File: src/hw/rtl/dtt_pkg.sv
// ----------------------------------------------------------------------------
// dtt_pkg: shared constants and helpers for the deadline timer table
// Slot count, field widths, request and result codes, and wait saturation.
// ----------------------------------------------------------------------------
`default_nettype none

package dtt_pkg;

  // Table geometry (PERIOD_BITS may range up to the 24-bit period port)
  localparam int NUM_SLOTS   = 16;
  localparam int PERIOD_BITS = 24;
  localparam int MAX_RESULTS = 16;

  localparam int SLOT_W = (NUM_SLOTS > 1) ? $clog2(NUM_SLOTS) : 1;
  localparam int IDX_W  = (MAX_RESULTS > 1) ? $clog2(MAX_RESULTS) : 1;
  localparam int CNT_W  = $clog2(MAX_RESULTS + 1);
  localparam int TIME_W = 32;
  localparam int WAIT_W = 24;

  // Request opcodes
  localparam logic OP_TICK = 1'b0;
  localparam logic OP_ADD  = 1'b1;

  // Result kinds
  localparam logic [1:0] KIND_ADDED = 2'd0;
  localparam logic [1:0] KIND_FULL  = 2'd1;
  localparam logic [1:0] KIND_FIRED = 2'd2;
  localparam logic [1:0] KIND_NONE  = 2'd3;

  // Clamp a 32-bit wait to the width of the wait field
  function automatic logic [WAIT_W-1:0] sat_wait(input logic [TIME_W-1:0] w);
    if (|w[TIME_W-1:WAIT_W]) begin
      return '1;
    end
    return w[WAIT_W-1:0];
  endfunction

endpackage

`default_nettype wire

File: src/hw/rtl/deadline_timer_table.sv
// ----------------------------------------------------------------------------
// deadline_timer_table: millisecond timer table with one-shot and periodic slots
// Add requests claim the lowest free slot; tick requests advance time, fire
// every due slot in slot order and report the wait to the earliest deadline.
// ----------------------------------------------------------------------------
// A request is taken only while the table is idle. Every request makes one
// pass over all NUM_SLOTS slots, one slot per cycle except where a periodic
// reload step is inserted, through a single shared 32-bit adder that also
// serves the time increment, the deadline of a new timer and the reload of a
// periodic timer. An add arms its slot in the ADD step before the pass, and a
// full table goes straight to the pass; a tick first advances the time in the
// INC step and adds a RELOAD step after each periodic timer that fires.
// Results then leave one per cycle while out_stall is low. All results of a
// request carry the armed flag and earliest wait as they stand after the whole
// request. No clearing pass is needed after reset.
`default_nettype none

module deadline_timer_table
  import dtt_pkg::*;
(
  input  wire logic                clk,
  input  wire logic                rst_n,
  // request channel
  input  wire logic                in_valid,
  output logic                     in_stall,
  input  wire logic                in_op,
  input  wire logic [23:0]         in_period_ms,
  input  wire logic                in_repeat_req,
  // result channel
  output logic                     out_valid,
  input  wire logic                out_stall,
  output logic [1:0]               out_kind,
  output logic [3:0]               out_slot,
  output logic                     out_last,
  output logic                     out_any_armed,
  output logic [WAIT_W-1:0]        out_next_wait
);

  // Sequencer states
  localparam logic [2:0] ST_IDLE   = 3'd0;
  localparam logic [2:0] ST_INC    = 3'd1;
  localparam logic [2:0] ST_ADD    = 3'd2;
  localparam logic [2:0] ST_SCAN   = 3'd3;
  localparam logic [2:0] ST_RELOAD = 3'd4;
  localparam logic [2:0] ST_EMIT   = 3'd5;

  // Control and request registers
  logic [2:0]             state_r, state_nxt;
  logic [SLOT_W-1:0]      idx_r, idx_nxt;
  logic [CNT_W-1:0]       cnt_r, cnt_nxt;
  logic [IDX_W-1:0]       em_r, em_nxt;
  logic                   any_r, any_nxt;
  logic [WAIT_W-1:0]      best_r, best_nxt;
  logic [TIME_W-1:0]      now_r, now_nxt;
  logic [NUM_SLOTS-1:0]   armed_r, armed_nxt;
  logic                   op_r, op_nxt;
  logic [PERIOD_BITS-1:0] period_r, period_nxt;
  logic                   repeat_r, repeat_nxt;
  logic                   found_r, found_nxt;
  logic [SLOT_W-1:0]      free_slot_r, free_slot_nxt;

  // Slot stores and fired-slot list
  logic                   periodic_r [NUM_SLOTS];
  logic [PERIOD_BITS-1:0] period_mem_r [NUM_SLOTS];
  logic [TIME_W-1:0]      deadline_r [NUM_SLOTS];
  logic [SLOT_W-1:0]      fire_slot_r [MAX_RESULTS];

  // Shared adder
  logic [TIME_W-1:0] op_a, op_b, sum;
  logic              op_sub;

  // Write strobes
  logic add_we, reload_we, fire_we;

  // Scan helpers
  logic              accept;
  logic [SLOT_W-1:0] first_free;
  logic              due, fire, take;
  logic [WAIT_W-1:0] contrib;
  logic [CNT_W-1:0]  em_ext;

  assign accept = in_valid && !in_stall;

  // Pick the lowest free slot
  always_comb begin
    first_free = '0;
    for (int i = NUM_SLOTS - 1; i >= 0; i--) begin
      if (!armed_r[i]) begin
        first_free = SLOT_W'(i);
      end
    end
  end

  // Route operands into the shared adder
  always_comb begin
    op_a   = '0;
    op_b   = '0;
    op_sub = 1'b0;
    case (state_r)
      ST_INC: begin
        op_a = now_r;
        op_b = TIME_W'(1);
      end
      ST_ADD: begin
        op_a = now_r;
        op_b = TIME_W'(period_r);
      end
      ST_SCAN: begin
        op_a   = deadline_r[idx_r];
        op_b   = now_r;
        op_sub = 1'b1;
      end
      ST_RELOAD: begin
        op_a = now_r;
        op_b = TIME_W'(period_mem_r[idx_r]);
      end
      default: begin
        op_a = '0;
      end
    endcase
    sum = op_a + (op_sub ? ~op_b : op_b) + TIME_W'(op_sub);
  end

  // Deadline reached when deadline - now is zero or beyond half the range
  assign due = (sum == '0) || (sum[TIME_W-1] && (|sum[TIME_W-2:0]));

  // Sequencer
  always_comb begin
    state_nxt     = state_r;
    idx_nxt       = idx_r;
    cnt_nxt       = cnt_r;
    em_nxt        = em_r;
    any_nxt       = any_r;
    best_nxt      = best_r;
    now_nxt       = now_r;
    armed_nxt     = armed_r;
    op_nxt        = op_r;
    period_nxt    = period_r;
    repeat_nxt    = repeat_r;
    found_nxt     = found_r;
    free_slot_nxt = free_slot_r;
    add_we        = 1'b0;
    reload_we     = 1'b0;
    fire_we       = 1'b0;
    fire          = 1'b0;
    take          = 1'b0;
    contrib       = '0;
    case (state_r)
      ST_IDLE: begin
        // Latch the request and clear the scan summary
        if (accept) begin
          op_nxt        = in_op;
          period_nxt    = in_period_ms[PERIOD_BITS-1:0];
          repeat_nxt    = in_repeat_req;
          found_nxt     = !(&armed_r);
          free_slot_nxt = first_free;
          idx_nxt       = '0;
          cnt_nxt       = '0;
          em_nxt        = '0;
          any_nxt       = 1'b0;
          best_nxt      = '0;
          if (in_op == OP_TICK) begin
            state_nxt = ST_INC;
          end else if (!(&armed_r)) begin
            state_nxt = ST_ADD;
          end else begin
            state_nxt = ST_SCAN;
          end
        end
      end
      ST_INC: begin
        // Advance the millisecond counter
        now_nxt   = sum;
        state_nxt = ST_SCAN;
      end
      ST_ADD: begin
        // Arm the claimed slot with deadline now plus period
        add_we                 = 1'b1;
        armed_nxt[free_slot_r] = 1'b1;
        state_nxt              = ST_SCAN;
      end
      ST_SCAN: begin
        // Visit one slot: fire it if due, fold its wait into the summary
        if (armed_r[idx_r]) begin
          fire = (op_r == OP_TICK) && due && (cnt_r != CNT_W'(MAX_RESULTS));
          if (fire) begin
            fire_we = 1'b1;
            cnt_nxt = cnt_r + CNT_W'(1);
            if (periodic_r[idx_r]) begin
              take    = 1'b1;
              contrib = sat_wait(TIME_W'(period_mem_r[idx_r]));
            end else begin
              armed_nxt[idx_r] = 1'b0;
            end
          end else begin
            take    = 1'b1;
            contrib = due ? '0 : sat_wait(sum);
          end
        end
        if (take) begin
          any_nxt = 1'b1;
          if (!any_r || (contrib < best_r)) begin
            best_nxt = contrib;
          end
        end
        if (fire && periodic_r[idx_r]) begin
          state_nxt = ST_RELOAD;
        end else if (idx_r == SLOT_W'(NUM_SLOTS - 1)) begin
          state_nxt = ST_EMIT;
        end else begin
          idx_nxt = idx_r + SLOT_W'(1);
        end
      end
      ST_RELOAD: begin
        // Reload the periodic slot, then move on
        reload_we = 1'b1;
        if (idx_r == SLOT_W'(NUM_SLOTS - 1)) begin
          state_nxt = ST_EMIT;
        end else begin
          state_nxt = ST_SCAN;
          idx_nxt   = idx_r + SLOT_W'(1);
        end
      end
      ST_EMIT: begin
        // Hand out results one per taken transfer
        if (!out_stall) begin
          if (out_last) begin
            state_nxt = ST_IDLE;
          end else begin
            em_nxt = em_r + IDX_W'(1);
          end
        end
      end
      default: begin
        state_nxt = ST_IDLE;
      end
    endcase
  end

  // Control registers
  always_ff @(posedge clk) begin
    if (!rst_n) begin
      state_r <= ST_IDLE;
      idx_r   <= '0;
      cnt_r   <= '0;
      em_r    <= '0;
      any_r   <= 1'b0;
      best_r  <= '0;
      now_r   <= '0;
      armed_r <= '0;
      op_r    <= OP_TICK;
      found_r <= 1'b0;
    end else begin
      state_r <= state_nxt;
      idx_r   <= idx_nxt;
      cnt_r   <= cnt_nxt;
      em_r    <= em_nxt;
      any_r   <= any_nxt;
      best_r  <= best_nxt;
      now_r   <= now_nxt;
      armed_r <= armed_nxt;
      op_r    <= op_nxt;
      found_r <= found_nxt;
    end
  end

  // Request payload
  always_ff @(posedge clk) begin
    period_r    <= period_nxt;
    repeat_r    <= repeat_nxt;
    free_slot_r <= free_slot_nxt;
  end

  // Slot stores
  always_ff @(posedge clk) begin
    if (add_we) begin
      periodic_r[free_slot_r]   <= repeat_r;
      period_mem_r[free_slot_r] <= period_r;
      deadline_r[free_slot_r]   <= sum;
    end else if (reload_we) begin
      deadline_r[idx_r] <= sum;
    end
  end

  // Record fired slots in firing order
  always_ff @(posedge clk) begin
    if (fire_we) begin
      fire_slot_r[cnt_r[IDX_W-1:0]] <= idx_r;
    end
  end

  // Result fields, all taken from registers
  assign em_ext    = CNT_W'(em_r);
  assign in_stall  = (state_r != ST_IDLE);
  assign out_valid = (state_r == ST_EMIT);

  always_comb begin
    if (op_r == OP_ADD) begin
      out_kind = found_r ? KIND_ADDED : KIND_FULL;
      out_slot = found_r ? 4'(free_slot_r) : 4'd0;
      out_last = 1'b1;
    end else if (cnt_r == '0) begin
      out_kind = KIND_NONE;
      out_slot = 4'd0;
      out_last = 1'b1;
    end else begin
      out_kind = KIND_FIRED;
      out_slot = 4'(fire_slot_r[em_r]);
      out_last = (em_ext == cnt_r - CNT_W'(1));
    end
  end

  assign out_any_armed = any_r;
  assign out_next_wait = best_r;

  // A wait is only reported while some timer stays armed
  a_wait_needs_armed: assert property (@(posedge clk) disable iff (!rst_n)
    out_valid && !out_any_armed |-> out_next_wait == '0)
    else $error("next_wait nonzero with no armed timer");

  // The firing count never passes the per-tick limit
  a_cnt_bound: assert property (@(posedge clk) disable iff (!rst_n)
    cnt_r <= CNT_W'(MAX_RESULTS))
    else $error("firing count beyond limit");

  // A reload only follows a slot visit
  a_reload_after_scan: assert property (@(posedge clk) disable iff (!rst_n)
    state_r == ST_RELOAD |-> $past(state_r) == ST_SCAN)
    else $error("reload without a preceding slot visit");

  // An add result always names an armed slot
  a_added_armed: assert property (@(posedge clk) disable iff (!rst_n)
    out_valid && out_kind == KIND_ADDED |-> armed_r[free_slot_r])
    else $error("added slot is not armed");

endmodule

`default_nettype wire

File: config.mk
export PLATFORM = sky130hd
export DESIGN_NAME = deadline_timer_table
export DESIGN_NICKNAME = d
export VERILOG_FILES = /design/src/hw/rtl/dtt_pkg.sv /design/src/hw/rtl/deadline_timer_table.sv
export SDC_FILE = /design/constraint.sdc
export NUM_CORES = 1
export LEC_CHECK = 0
export BUFFER_PORTS_ARGS = -buffer_cell sky130_fd_sc_hd__buf_4
export CORE_UTILIZATION = 54
export DETAILED_ROUTE_END_ITERATION = 8
export PLACE_DENSITY = 0.72
export REMOVE_ABC_BUFFERS = 1
export SYNTH_ARGS = -nofsm -noshare
export SYNTH_HDL_FRONTEND = slang
export SYNTH_SLANG_ARGS = --single-unit
File: constraint.sdc
create_clock -name clk -period 13.9 [get_ports clk]
set_clock_uncertainty 0.05 [all_clocks]
set_input_delay 2.78 -clock clk [delete_from_list [all_inputs] [get_ports clk]]
set_output_delay 2.78 -clock clk [all_outputs]
set_load 0.01 [all_outputs]
### Word-level counts from Yosys, hierarchy flattened

Memories as Yosys holds them, arrays and structs flattened. A register that Yosys moved wholly into a read port is not among the register bits.
Index checks and enable logic that the tools add are counted.

| word-level totals | value |
|---|---|
| flip-flop bits (word level) | 120 |
| RAM bits | 976 |
| input port bits | 30 |
| output and inout port bits | 34 |
| logic and storage cells | 196 |
| memories | 4 |

Memories:

| name | depth | width | read ports | clocked after Yosys merged registers in | wr ports | line | text |
|---|---|---|---|---|---|---|---|
| deadline_r | 16 | 32 | 1 | 1 | 1 | deadline_timer_table.sv:65 | `logic [TIME_W-1:0] deadline_r [NUM_SLOTS];` |
| period_mem_r | 16 | 24 | 1 | 1 | 1 | deadline_timer_table.sv:64 | `logic [PERIOD_BITS-1:0] period_mem_r [NUM_SLOTS];` |
| fire_slot_r | 16 | 4 | 1 | 1 | 1 | deadline_timer_table.sv:66 | `logic [SLOT_W-1:0] fire_slot_r [MAX_RESULTS];` |
| periodic_r | 16 | 1 | 1 | 1 | 1 | deadline_timer_table.sv:63 | `logic periodic_r [NUM_SLOTS];` |

| operators by class | value |
|---|---|
| $add $sub $neg | 6 |
| $lt $le $gt $ge | 5 |
| equal/unequal tests | 19 |
| mux-type cells | 104 |
| bitwise logic cells | 5 |
| reduce and logical (&&, ||, !) cells | 37 |

Operator list:

| operator | count |
|---|---|
| 24-bit 2-to-1 mux | 10 |
| 32-bit one-hot mux with 4 select lines | 1 |
| 4-bit 2-to-1 mux | 25 |
| 32-bit 2-to-1 mux | 2 |
| 32-bit one-hot mux with 2 select lines | 1 |
| 16-bit 2-to-1 mux | 3 |
| 24-bit one-hot mux with 2 select lines | 1 |
| 1-bit 2-to-1 mux | 35 |
| 32-bit by 1-bit adder with 32-bit output | 1 |
| 32-bit adder | 1 |
| 32-bit logical NOT | 1 |
| 32-bit NOT | 1 |
| 16-bit one-hot mux with 2 select lines | 1 |
| 32-bit OR reduction | 1 |
| 31-bit OR reduction | 1 |
| 3-bit 2-to-1 mux | 10 |
| 24-bit < comparator | 1 |
| 4-bit AND reduction | 6 |
| 16-bit bitwise AND | 1 |
| 2-bit inequality test, second input constant | 8 |
| 16-bit NOT | 1 |
| 16-bit OR | 1 |
| 16-bit AND reduction | 1 |
| 5-bit 2-to-1 mux | 3 |
| other kinds (35) | 59 |

### Longest topological paths before layout

| depth | value |
|---|---|
| depth in word-level cells | 24 |
| gate-level depth with buffers | 39 |
| mapped depth without buffers | 33 |

### Least setup slack after synthesis

Ideal clock, no wire load.

| timing | value |
|---|---|
| kind | register -> register |
| from | register with a tool-made name |
| to | register best_r[10] (netlist: out_next_wait[10]) |
| setup time | 60 ps |
| arrival time | 11,041 ps |
| required time | 13,790 ps |
| setup slack | 2,750 ps |
| cell stages (with the launch flop) | 39 |
| path buffers | 8 |
| period minus slack after synthesis | 11,150 ps |
| path through | dfxtp_1 -> buf_2 -> buf_1 -> buf_1 -> buf_1 -> buf_1 -> mux4_2 -> mux4_2 -> a22o_1 -> fa_1 -> a21oi_2 -> o211ai_1 -> a211oi_1 -> o22a_1 -> a21oi_1 -> o311ai_0 -> or4_1 -> nor4_1 -> [3 not listed] -> clkbuf_1 -> a21oi_1 -> nor2b_1 -> ha_1 -> a21o_1 -> a21o_1 -> a21o_1 -> a21o_1 -> a21o_1 -> a21o_1 -> a21oi_1 -> o21ai_0 -> a221oi_1 -> nand3b_1 -> nand2_1 -> nor3_1 -> buf_6 -> a22o_1 |

RTL lines:

| what | line | text |
|---|---|---|
| to (signal assigned) | deadline_timer_table.sv:259 | `best_r <= best_nxt;` |
| to (decl) | deadline_timer_table.sv:53 | `logic [WAIT_W-1:0] best_r, best_nxt;` |

==> impl_metrics.json <==
{
  "grt_max_degree": 102,
  "hold_path.class": "flop to flop",
  "cp_slowest_cell": "dfxtp_4",
  "row_count": 106,
  "fin_nets": 2773,
  "htreeDepth": 3,
  "r2r_cells": 35,
  "syn_inst": 2559,
  "start_kind": "flop",
  "ys_ff_latch": 1104,
  "routed_wl_um": 111000,
  "grt_pass1_wl_um": 166000,
  "synth_warnings": 0,
  "status": "finished clean",
  "cts-resized-gates": 0,
  "synth_edf_count": 1005,
  "cts_buffer_depth": 3,
  "setup_violations": 0,
  "period_needed_ps": 11420,
  "layout-drive-gt1-share": 0.242,
  "start_util": 0.548,
  "yosysTopAreaCell": "edfxtp_1",
  "max_cap_violations": 0,
  "crit_type": "flop to flop",
  "grt_pass1_vias": 25400,
  "gp_congestion": 0.915,
  "dp_hpwl_um": 65100,
  "fin_util": 0.616,
  "path_max_fanout": 53,
  "synthToLayoutAreaGrowth_pct": 12.5,
  "gr-total-overflow": 0,
  "port_buffers": 63,
  "drtIter0Drc": 2934,
  "clk_pin_slew_ps": 60,
  "power_density_nw_per_um2": 196,
  "dpl_cell_area_sq_um": 48200,
  "vias_per_cell": 6.46,
  "worstHoldPathCells": 2,
  "stdcell_area_sq_um": 51600,
  "synth.top_cell.area_share": 0.658,
  "drtPass1Iterations": 5,
  "fill_cells": 5913,
  "p_leak_nw": 16.6,
  "coreArea_sq_um": 83800,
  "cts_made_buffers": 106,
  "crit_top_cell": "a21o_1",
  "cts_setup_buffers": 0,
  "synth.distinct_cells": 88,
  "tightest_slew_ps": 1340,
  "async_flop_share": 0,
  "die_w_um": 294,
  "seq_area_frac_synth": 0.701,
  "critPathRequiredTime_ps": 14450,
  "die_h_um": 294,
  "die-area_sq_um": 86200,
  "ctsHoldBuffers": 0,
  "clock_sinks": 1104,
  "syn-cell-area_sq_um": 45900,
  "cts_tree": "done",
  "synth.area.top_cells": "edfxtp_1 (66%), mux4_2 (15%), dfxtp_1 (4.3%)",
  "endpoint_kind": "flop",
  "whs_ps": 424,
  "finalMaxSlewViolations": 0,
  "antenna_found_initial": 0,
  "io_pins": 64,
  "finalHoldViolations": 0,
  "cp.arrival_ps": 11970,
  "wire_per_inst_um": 28.5,
  "yosysMostFrequentCell": "edfxtp_1",
  "cpPeakStageDelay_ps": 680,
  "fmax_mhz": 87.6,
  "ys_top_cells_by_count": "edfxtp_1 (1005), mux4_2 (300), nor2_1 (143)",
  "drc_errors": 0,
  "clkLatencyLatePin_ps": 680,
  "relSlewSlack": 0.104,
  "grtUsageTotal": 0.263,
  "vias": 25200,
  "irDropWorstVdd_uv": 149,
  "dominantRegCellSynth": "edfxtp_1",
  "avgSynthCellArea_sq_um": 17.9,
  "clockRootBuffer": "clkbuf_16",
  "period_share": 0.822,
  "detail-route-antenna-nets": 0,
  "rsz0062_at_grt": "no"
}
## through the flow
step	power (mW)	setup WS [ps]	instances	TNS, ps
2_1_floorplan	6.63	-5820	2421	-356800
5_1_grt	10.5	1900	3906	0
4_1_cts	10.1	2600	3906	0
6_report	10.1	2480	3907	0
3_3_place_gp	7.25	2770	3706	0
3_5_place_dp	7.33	2640	3706	0
## layer usage
| layer | up-vias | track usage | part of all wire |
|---|---|---|---|
| met5 | - | 0 | 0 |
| met4 | 0 | 0.0777 | 0.023 |
| met3 | 182 | 0.0359 | 0.085 |
| met2 | 1276 | 0.433 | 0.50 |
| met1 | 13100 | 0.370 | 0.39 |
| li1 | 10700 | - | - |
## cell usage in the layout, fill, tap and decap left out, drive strengths merged, types with 19 or more instances in the layout
cell type and instances:
a21o 27, a21oi 127, a22o 55, a31oi 19, buf 151, clkbuf 157, clkinv 34, dfxtp 99
edfxtp 1005, ha 62, inv 60, mux2i 20, mux4 300, nand2 119, nor2 143, nor2b 36
nor3 29, o21ai 48, xnor2 21, xor2 20
## worst paths after layout
kind	slack, ps	endpoint	start
worst max-delay path	2480	out_next_wait[7]	flop
worst min-delay path	420	now_r[19]	now_r[19]
worst max register to register	2480	out_next_wait[7]	flop
worst min register to register	420	now_r[19]	now_r[19]
## state kept, by name, summed over array words and instances, names as in the netlist, 3 cells and up, named ones only
name and cells:
fire_slot_r 64, free_slot_r 4, em_r 4, period_r 24, deadline_r 512, now_r 32
period_mem_r 384, idx_r 4, periodic_r 16, cnt_r 5, armed_r 16, state_r 3
out_next_wait 24
## worst max-delay path: cells and delay by family, from the launching register on
family	cells	cell delay (ps)
AO/OA/AOI/OAI	19	3950
multiplexers	2	1110
XOR/XNOR	2	600
flip-flops	1	680
adder cells (fa/ha/maj)	2	770
buffers and inverters	3	1360
AND/OR/NAND/NOR	7	2750
## final cells by class
| cell class | count | area [sq um] | area share |
|---|---|---|---|
| well taps | 1134 | 1420 | 0.0275 |
| repair buffers | 151 | 1160 | 0.0224 |
| clock buffers | 157 | 3020 | 0.0585 |
| inverters | 60 | 225 | 0.00436 |
| multi-input cells | 1257 | 13300 | 0.257 |
| flip-flops and latches | 1104 | 32200 | 0.623 |
| clock inverters | 43 | 377 | 0.00729 |
| diodes | 1 | 2.50 | 0.0000485 |
## logic make-up after synthesis
family                   Yosys count  synth area share
flip-flops                      1104             0.701
AND/OR/NAND/NOR                  423            0.0443
AO/OA/AOI/OAI                    407            0.0604
multiplexers                     323             0.152
buffers and inverters            198            0.0170
adder cells (fa/ha/maj)           63            0.0173
XOR/XNOR                          41           0.00799
## report_power, final
part | internal (mW) | switching (mW)
clock network | 1.60 | 1.20
registers | 4.23 | 0.201
logic | 1.13 | 1.74
total | 6.95 | 3.15
Note: power is estimated with default switching activity, not from simulation.
